File: config.mk
export PLATFORM = sky130hd
export DESIGN_NAME = lobm_front
export DESIGN_NICKNAME = d
export VERILOG_FILES = /design/src/sv/lobm_pkg.sv /design/src/sv/lobm_front.sv
export SDC_FILE = /design/constraint.sdc
export NUM_CORES = 1
export LEC_CHECK = 0
export ABC_CLOCK_PERIOD_IN_PS = 5300
export BUFFER_PORTS_ARGS = -buffer_cell sky130_fd_sc_hd__buf_2
export CAP_MARGIN = 20
export CORE_MARGIN = 10
export CORE_UTILIZATION = 45
export CTS_CLUSTER_SIZE = 8
export DETAILED_ROUTE_END_ITERATION = 8
export GPL_TIMING_DRIVEN = 1
export HOLD_SLACK_MARGIN = 0.15
export PLACE_DENSITY = 0.69
export SLEW_MARGIN = 20
export SYNTH_ARGS = -nofsm -noshare
export SYNTH_HDL_FRONTEND = slang
export SYNTH_SLANG_ARGS = --single-unit
export TNS_END_PERCENT = 30
File: constraint.sdc
create_clock -name clock -period 5.3 [get_ports clock]
set_input_delay 0.795 -clock clock [delete_from_list [all_inputs] [get_ports clock]]
set_output_delay 0.795 -clock clock [all_outputs]
set_load 0.02 [all_outputs]
File: src/sv/lobm_pkg.sv
// ----------------------------------------------------------------------------
// lobm_pkg
// Shared types and constants of the limit order book matcher.
// ----------------------------------------------------------------------------
package lobm_pkg;

   localparam int MaxOrdersDefault = 64;
   localparam int ResultCap        = 64;           // fills per message
   localparam int RcW              = $clog2(ResultCap);

   localparam logic [1:0] OP_LIMIT  = 2'd0;
   localparam logic [1:0] OP_MARKET = 2'd1;

   localparam logic SIDE_BUY  = 1'b0;
   localparam logic SIDE_SELL = 1'b1;

   localparam logic [2:0] OUT_RESTED    = 3'd0;
   localparam logic [2:0] OUT_FILLED    = 3'd1;
   localparam logic [2:0] OUT_DROPPED   = 3'd2;
   localparam logic [2:0] OUT_CANCELLED = 3'd3;
   localparam logic [2:0] OUT_UNKNOWN   = 3'd4;
   localparam logic [2:0] OUT_BOOK_FULL = 3'd5;

   typedef struct packed {
      logic [1:0]  opcode;
      logic        side;
      logic [31:0] order_ref;
      logic [31:0] limit_price;
      logic [31:0] quantity;
      logic [63:0] timestamp;
   } req_type;

   typedef struct packed {
      logic        is_trade;
      logic [31:0] buy_order_id;
      logic [31:0] sell_order_id;
      logic [31:0] trade_price;
      logic [31:0] trade_qty;
      logic [63:0] trade_time;
      logic [2:0]  outcome;
      logic [31:0] remaining_qty;
      logic [31:0] top_bid_px;
      logic [31:0] top_ask_px;
      logic        last;
   } rsp_type;

   typedef enum logic [1:0] {
      CMD_LIMIT,
      CMD_MARKET,
      CMD_CANCEL
   } cmd_kind_type;

   typedef struct packed {
      cmd_kind_type kind;
      logic         side;
      logic [31:0]  order_ref;
      logic [31:0]  price;
      logic [31:0]  quantity;
      logic [63:0]  timestamp;
   } cmd_type;

   // one result before the message outcome is known
   typedef struct packed {
      logic        is_trade;
      logic [31:0] buy_order_id;
      logic [31:0] sell_order_id;
      logic [31:0] trade_price;
      logic [31:0] trade_qty;
      logic [63:0] trade_time;
      logic [31:0] remaining_qty;
      logic [31:0] top_bid_px;
      logic [31:0] top_ask_px;
   } item_type;

   typedef struct packed {
      logic           valid;
      logic [RcW-1:0] addr;
      item_type       item;
   } item_wr_type;

   typedef struct packed {
      logic         valid;
      logic [RcW:0] count;
      logic [2:0]   outcome;
   } msg_done_type;

   typedef struct packed {
      logic        valid;
      logic        side;
      logic [31:0] order_ref;
      logic [31:0] price;
      logic [31:0] quantity;
      logic [63:0] seq;
   } slot_type;

   typedef struct packed {
      logic        found;
      logic [31:0] price;
      logic [63:0] seq;
      logic [31:0] quantity;
      logic [31:0] order_ref;
   } best_type;

endpackage

File: src/sv/lobm_front.sv
// ----------------------------------------------------------------------------
// lobm_front
// Accepts request transactions, decodes the opcode and queues commands.
// ----------------------------------------------------------------------------
module lobm_front (
   input  logic              clock,
   input  logic              reset,
   input  logic              push,
   output logic              full,
   input  lobm_pkg::req_type req_data,
   output logic              cmd_valid,
   output lobm_pkg::cmd_type cmd,
   input  logic              cmd_pop
);

   lobm_pkg::cmd_type q_ff [2];
   logic              wr_ptr_ff;
   logic              rd_ptr_ff;
   logic [1:0]        cnt_ff;
   logic              do_push;
   lobm_pkg::cmd_type cmd_in;

   assign full      = (cnt_ff == 2'd2);
   assign do_push   = push && !full;
   assign cmd_valid = (cnt_ff != 2'd0);
   assign cmd       = q_ff[rd_ptr_ff];

   always_comb begin
      cmd_in.side      = req_data.side;
      cmd_in.order_ref = req_data.order_ref;
      cmd_in.price     = req_data.limit_price;
      cmd_in.quantity  = req_data.quantity;
      cmd_in.timestamp = req_data.timestamp;
      case (req_data.opcode)
         lobm_pkg::OP_LIMIT:  cmd_in.kind = lobm_pkg::CMD_LIMIT;
         lobm_pkg::OP_MARKET: cmd_in.kind = lobm_pkg::CMD_MARKET;
         default:             cmd_in.kind = lobm_pkg::CMD_CANCEL;
      endcase
   end

   always_ff @(posedge clock) begin
      if (do_push) begin
         q_ff[wr_ptr_ff] <= cmd_in;
      end
   end

   always_ff @(posedge clock) begin
      if (reset) begin
         wr_ptr_ff <= 1'b0;
         rd_ptr_ff <= 1'b0;
         cnt_ff    <= 2'd0;
      end else begin
         if (do_push) begin
            wr_ptr_ff <= ~wr_ptr_ff;
         end
         if (cmd_pop) begin
            rd_ptr_ff <= ~rd_ptr_ff;
         end
         if (do_push && !cmd_pop) begin
            cnt_ff <= cnt_ff + 2'd1;
         end else if (!do_push && cmd_pop) begin
            cnt_ff <= cnt_ff - 2'd1;
         end
      end
   end

endmodule

==> results_dict.tcl, run 1 <==
set metrics [dict create \
    place_hpwl_um 17200 \
    num_rows 60 \
    cp_data_required_time_ns 4.51 \
    core_area_sq_um 26900 \
    grt_usage_pct 14.5 \
    syn_nets 702 \
    syn-mean-instance-area_sq_um 23.0 \
    p_leak_nw 5.99 \
    power_per_cell_area_nw_per_um2 443 \
    synth-seq-cells 331 \
    numCtsBuffers 47 \
    die_h_um 185 \
    ctsResizeCount 0 \
    grt_pass1_vias 6700 \
    start_util_pct 45.6 \
    timing.final.ws_setup_ns 2.09 \
    fin_skew_ns 0.0137 \
    hold-path-cell-count 1 \
    avgRoutedWirePerCell_um 20.3 \
    wl_um 25700 \
    clk_path_buf_depth 3 \
    critPathBufInv 2 \
    timing.hold.worst.class "input pin to flip-flop" \
    via_per_inst 4.88 \
    crit_type "flip-flop to output port" \
    globalplace.congestion 0.727 \
    clock_latency_ns 0.52 \
    ff2ff_path_depth 4 \
    end_kind "output port" \
    min_period_over_period_pct 60.5 \
    cts_sinks 331 \
    final_cell_mix "buf_2, edfxtp_1, mux2_2, mux2_4, clkbuf_16" \
    htreeDepth 2 \
    max_clock_freq_mhz 312 \
    drt_iter0_markers 281 \
    vias 6167 \
    reg2reg_slack_ns 2.82 \
    grt_max_degree 161 \
    final-max-slew-violation-count 0 \
    synth_seq_area_share_pct 80.7 \
    start_kind "flip-flop" \
    fill_cells 2025 \
    syn-cell-area_sq_um 12300 \
    ios 332 \
    cts_tree "built" \
    antenna_found_initial 6 \
    grt_overflow 0 \
    drt-pass1-iter-count 4 \
    rsz0062_at_grt "no" \
    path_delay_family "buffers and inverters" \
    setup-tns-final_ns 0 \
    finalCriticalPeriod_ns 3.21 \
    cap_viol_max_count 0 \
    port_buffers 331 \
    setup_violations 0 \
    hold_violations 0 \
    slew-limit-headroom_pct 27.1 \
    pre_cts_ws_ns 2.39 \
    cts_root_buf "clkbuf_16" \
    cts_setup_buffers 0 \
    drcViolationCount 0 \
    drive_above_1_share_pct 60.2 \
    synth_top_area_share_pct 79.8 \
    crit_fanout 160 \
    nNetsFinal 1069 \
    r2r-start "cnt_ff[1]$_SDFFE_PP0P_" \
    yosys-top-cells-area "edfxtp_1, mux2_4, mux2_2, buf_6, dfxtp_1" \
    area_growth_pct 27.1 \
    peakVddDrop_mv 0.307 \
    r2r-end "q_ff[0][151]$_DFFE_PP_" \
    fin_area_sq_um 15600 \
    crit_chain "buf_12 > mux2_2 > buf_2" \
    design.die.area_sq_um 34200 \
    die_w_um 185 \
    layoutNonFillerInstCount 1265 \
    synth_largest_area_cell "edfxtp_1" \
    status "finished, final reports clean" \
    synth_cells 534 \
    dp.cells 1193 \
    yosysUniqueCellTypes 18 \
    hold_end "q_ff[0][59]$_DFFE_PP_" \
    cp.arrival_ns 2.41 \
    place_area_sq_um 14300 \
    critPathSlowestCell "buf_12" \
    cp_slowest_stage_delay_ns 0.69 \
    yosys_warnings 0 \
    cp_num_cells 3 \
    clkTransAtPathRegs_ns 0.05 \
    tightest_slew_ns 1.09 \
    holdBufCountCts 0 \
    grt_pass1_wl_um 38100 \
    layout_commonest_cell "buf_2" \
    hp-start "req_data[59]" \
    postRouteAntennaNets 0 \
]
==> flip-flops by register name (all words and copies together), names as in the netlist, named ones only <==
register / flops
rd_ptr_ff: 1
q_ff: 326
cnt_ff: 2
wr_ptr_ff: 1
==> metal layers <==
layer | track usage (%) | share of wire (%) | up-vias
met4 | 4.32 | 1.7 | 6
met5 | 0 | 0.17 | -
li1 | - | - | 2866
met2 | 23.7 | 48 | 268
met3 | 5.90 | 9.6 | 40
met1 | 17.1 | 40 | 2987
==> layout make-up <==
| type | instances | area (sq um) | share of cell area (%) |
|---|---|---|---|
| Multi-Input combinational cell | 181 | 2210 | 14.2 |
| Antenna cell | 3 | 7.51 | 0.0482 |
| Timing Repair Buffer | 337 | 1730 | 11.1 |
| Sequential cell | 331 | 9890 | 63.5 |
| Clock buffer | 68 | 1300 | 8.32 |
| Inverter | 3 | 16.3 | 0.104 |
| Clock inverter | 1 | 7.51 | 0.0482 |
| Tap cell | 341 | 427 | 2.74 |
==> Yosys cell counts <==
master and count:
mux2_4 70, buf_2 9, or2_2 1, nor2_1 4, buf_6 9, or3_1 2
dfxtp_1 5, ha_1 1, o21ai_0 2, edfxtp_1 326, nor2b_1 2, xnor2_1 1
and2_1 1, mux2_2 93, a21oi_1 2, xor2_1 2, inv_1 3, clkbuf_1 1
==> logic make-up after synthesis <==
| family | synth area share [%] |
|---|---|
| AOI/OAI and AO/OA | 0.163 |
| xor gates and xnor gates | 0.214 |
| adders and majority gates | 0.102 |
| buffers and inverters | 1.32 |
| DFF | 80.7 |
| muxes | 17.1 |
| and+or+nand+nor | 0.429 |
==> worst max path at each step <==
| stage | endpoint | startpoint | slack, ns |
|---|---|---|---|
| after global placement | q_ff[0][154]$_DFFE_PP_ | push | 2.39 |
| after floorplan | q_ff[1][0]$_DFFE_PP_ | push | 0.04 |
| final | cmd[19] | flip-flop | 2.09 |
| after CTS | cmd[5] | flip-flop | 2.10 |
| after detailed placement | q_ff[0][101]$_DFFE_PP_ | push | 2.39 |
| after global routing | cmd[19] | flip-flop | 2.01 |
==> per-stage QoR <==
stage	hold WS [ns]	util, %	total power [mW]
floorplan	0.452	-	4.01
global placement	0.471	53.1	4.34
detailed placement	0.491	53.1	4.36
CTS	0.436	58.0	7.01
global route	0.434	58.0	7.20
finish	0.465	58.0	6.90
==> power by group <==
part / switching [mW] / internal (mW) / total, mW
Clock: 0.957 / 1.66 / 2.61
Combinational: 0.634 / 0.411 / 1.05
Sequential: 0.0557 / 3.19 / 3.24
No activity file was read; power rests on OpenSTA's default activity.
==> run 2, diff against run 1 <==
Settings changed: ABC_CLOCK_PERIOD_IN_PS 5300 to 3100, PLACE_DENSITY 0.69 to 0.66.
Clock period 5.3 ns to 3.1 ns, I/O delays scaled along.
==> run 2 against run 1 <==
Net effect: core utilization grew 6.5 points; cell count grew 13%; design area grew 11%; via count grew 13%; combinational power grew 91%; clock skew shrank 0.0040 ns; register-to-register slack lost 1.6 ns; worst setup slack lost 1.6 ns; non-clock buffer count grew 172; flip-flop and latch count is the same; largest power group unchanged.
==> results_dict.tcl, run 2 (synthesized netlist as in run 1, its figures left out) <==
set metrics [dict create \
    status "finished, final reports clean" \
    peakVddDrop_mv 0.662 \
    clk_path_buf_depth 3 \
    design.die.area_sq_um 34200 \
    rsz0062_at_grt "no" \
    cts_setup_buffers 0 \
    tightest_slew_ns 0.689 \
    place_hpwl_um 18800 \
    top_regs "q_ff: 326 flops, cnt_ff: 2 flops" \
    port_buffers 331 \
    cap_viol_max_count 0 \
    vias 6942 \
    cts_root_buf "clkbuf_16" \
    ff2ff_path_depth 4 \
    htreeDepth 2 \
    r2r-end "q_ff[0][130]$_DFFE_PP_" \
    holdBufCountCts 161 \
    clkPwrFrac_pct 37.0 \
    avgRoutedWirePerCell_um 20.5 \
    largest_reg_flops 326 \
    start_util_pct 45.6 \
    drt_iter0_markers 376 \
    p_leak_nw 6.73 \
    dp.cells 1204 \
    max_clock_freq_mhz 378 \
    finalCriticalPeriod_ns 2.64 \
    cp.arrival_ns 2.18 \
    internal_power_mw 9.10 \
    cts_tree "built" \
    crit_fanout 51 \
    grt_pass1_wl_um 44400 \
    power_switching_mw 2.91 \
    core_area_sq_um 26900 \
    clock_latency_ns 0.52 \
    die_h_um 185 \
    grt_max_degree 73 \
    r2r-start "cnt_ff[1]$_SDFFE_PP0P_" \
    top_register "q_ff" \
    layoutNonFillerInstCount 1427 \
    seqPwrFrac_pct 46.3 \
    start_kind "flip-flop" \
    power_per_cell_area_nw_per_um2 694 \
    ios 332 \
    end_kind "output port" \
    grt_pass1_vias 7796 \
    grt_overflow 0 \
    min_period_over_period_pct 85.3 \
    crit_type "flip-flop to output port" \
    switching_share_pct 24.3 \
    cts_sinks 331 \
    hold_violations 0 \
    timing.hold.worst.class "input pin to flip-flop" \
    antenna_found_initial 1 \
    final_core_util_pct 64.5 \
    via_per_inst 4.86 \
    comb_power_share_pct 16.7 \
    setup_violations 0 \
    die_w_um 185 \
    area_growth_pct 41.4 \
    final-max-slew-violation-count 0 \
    grt_usage_pct 16.6 \
    nNetsFinal 1241 \
    endpoint "cmd[161]" \
    slew-limit-headroom_pct 54.1 \
    clkTransAtPathRegs_ns 0.05 \
    cp_data_required_time_ns 2.63 \
    drt-pass1-iter-count 4 \
    ctsResizeCount 0 \
    reg2reg_slack_ns 1.19 \
    final_cell_mix "buf_2, edfxtp_1, dlygate4sd3_1, mux2_2, mux2_4" \
    num_rows 60 \
    drcViolationCount 0 \
    drive_above_1_share_pct 52.5 \
    globalplace.congestion 0.747 \
    wl_um 29200 \
    postRouteAntennaNets 0 \
    numCtsBuffers 47 \
    fin_skew_ns 0.00962 \
    layout_commonest_cell "buf_2" \
]
run 2: worst min-delay path by stage:
stage                           start                      to  slack (ns)  depth (start not counted)
2_1_floorplan  cnt_ff[1]$_SDFFE_PP0P_  cnt_ff[1]$_SDFFE_PP0P_        0.45                          2
3_3_place_gp   cnt_ff[1]$_SDFFE_PP0P_  cnt_ff[1]$_SDFFE_PP0P_        0.47                          2
3_5_place_dp   cnt_ff[1]$_SDFFE_PP0P_  cnt_ff[1]$_SDFFE_PP0P_        0.49                          2
4_1_cts                 req_data[135]  q_ff[1][135]$_DFFE_PP_        0.15                          1
5_1_grt                 req_data[137]  q_ff[0][137]$_DFFE_PP_        0.15                          1
6_report                req_data[135]  q_ff[0][135]$_DFFE_PP_        0.17                          1
run 2: power by group through the flow:
stage | sequential (mW) | clock [mW] | combinational [mW]
final | 5.57 | 4.44 | 2.01
after floorplan | 5.64 | 0 | 1.19
after global routing | 5.60 | 4.75 | 2.14
after CTS | 5.57 | 4.55 | 2.03
after detailed placement | 5.65 | 0 | 1.86
after global placement | 5.62 | 0 | 1.85
run 2: routing by layer:
layer / routed length, um / global-route usage [%] / vias to the layer above
met2: 14400 / 28.3 / 288
li1: - / - / 3197
met4: 452 / 4.26 / 0
met1: 11600 / 19.3 / 3419
met3: 2690 / 6.09 / 38
met5: 0 / 0 / -
run 2: final cells by class:
class / instances / area, sq um
Clock inverter: 4 / 56.3
Timing Repair Buffer: 509 / 3500
Fill cell: 1830 / 9550
Tap cell: 341 / 427
Multi-Input combinational cell: 181 / 2220
Clock buffer: 57 / 1210
Antenna cell: 1 / 2.50
Inverter: 3 / 15.0
Sequential cell: 331 / 9900
run 2: metrics by stage:
step | power, mW | worst slack (ns) | setup TNS [ns] | cell area [sq um] | hold WS [ns]
floorplan | 6.83 | -0.408 | -66.51 | 12300 | 0.454
global placement | 7.47 | 0.979 | 0 | 14400 | 0.473
detailed placement | 7.51 | 0.982 | 0 | 14400 | 0.490
CTS | 12.2 | 0.418 | 0 | 17300 | 0.155
global route | 12.5 | 0.359 | 0 | 17300 | 0.154
finish | 12.0 | 0.456 | 0 | 17300 | 0.170
run 2: worst max-delay path, stage by stage, from the launching register on:
cell     delay [ns]
dfxtp_4        0.66
buf_12         0.38
mux2_2         0.39
buf_2          0.16
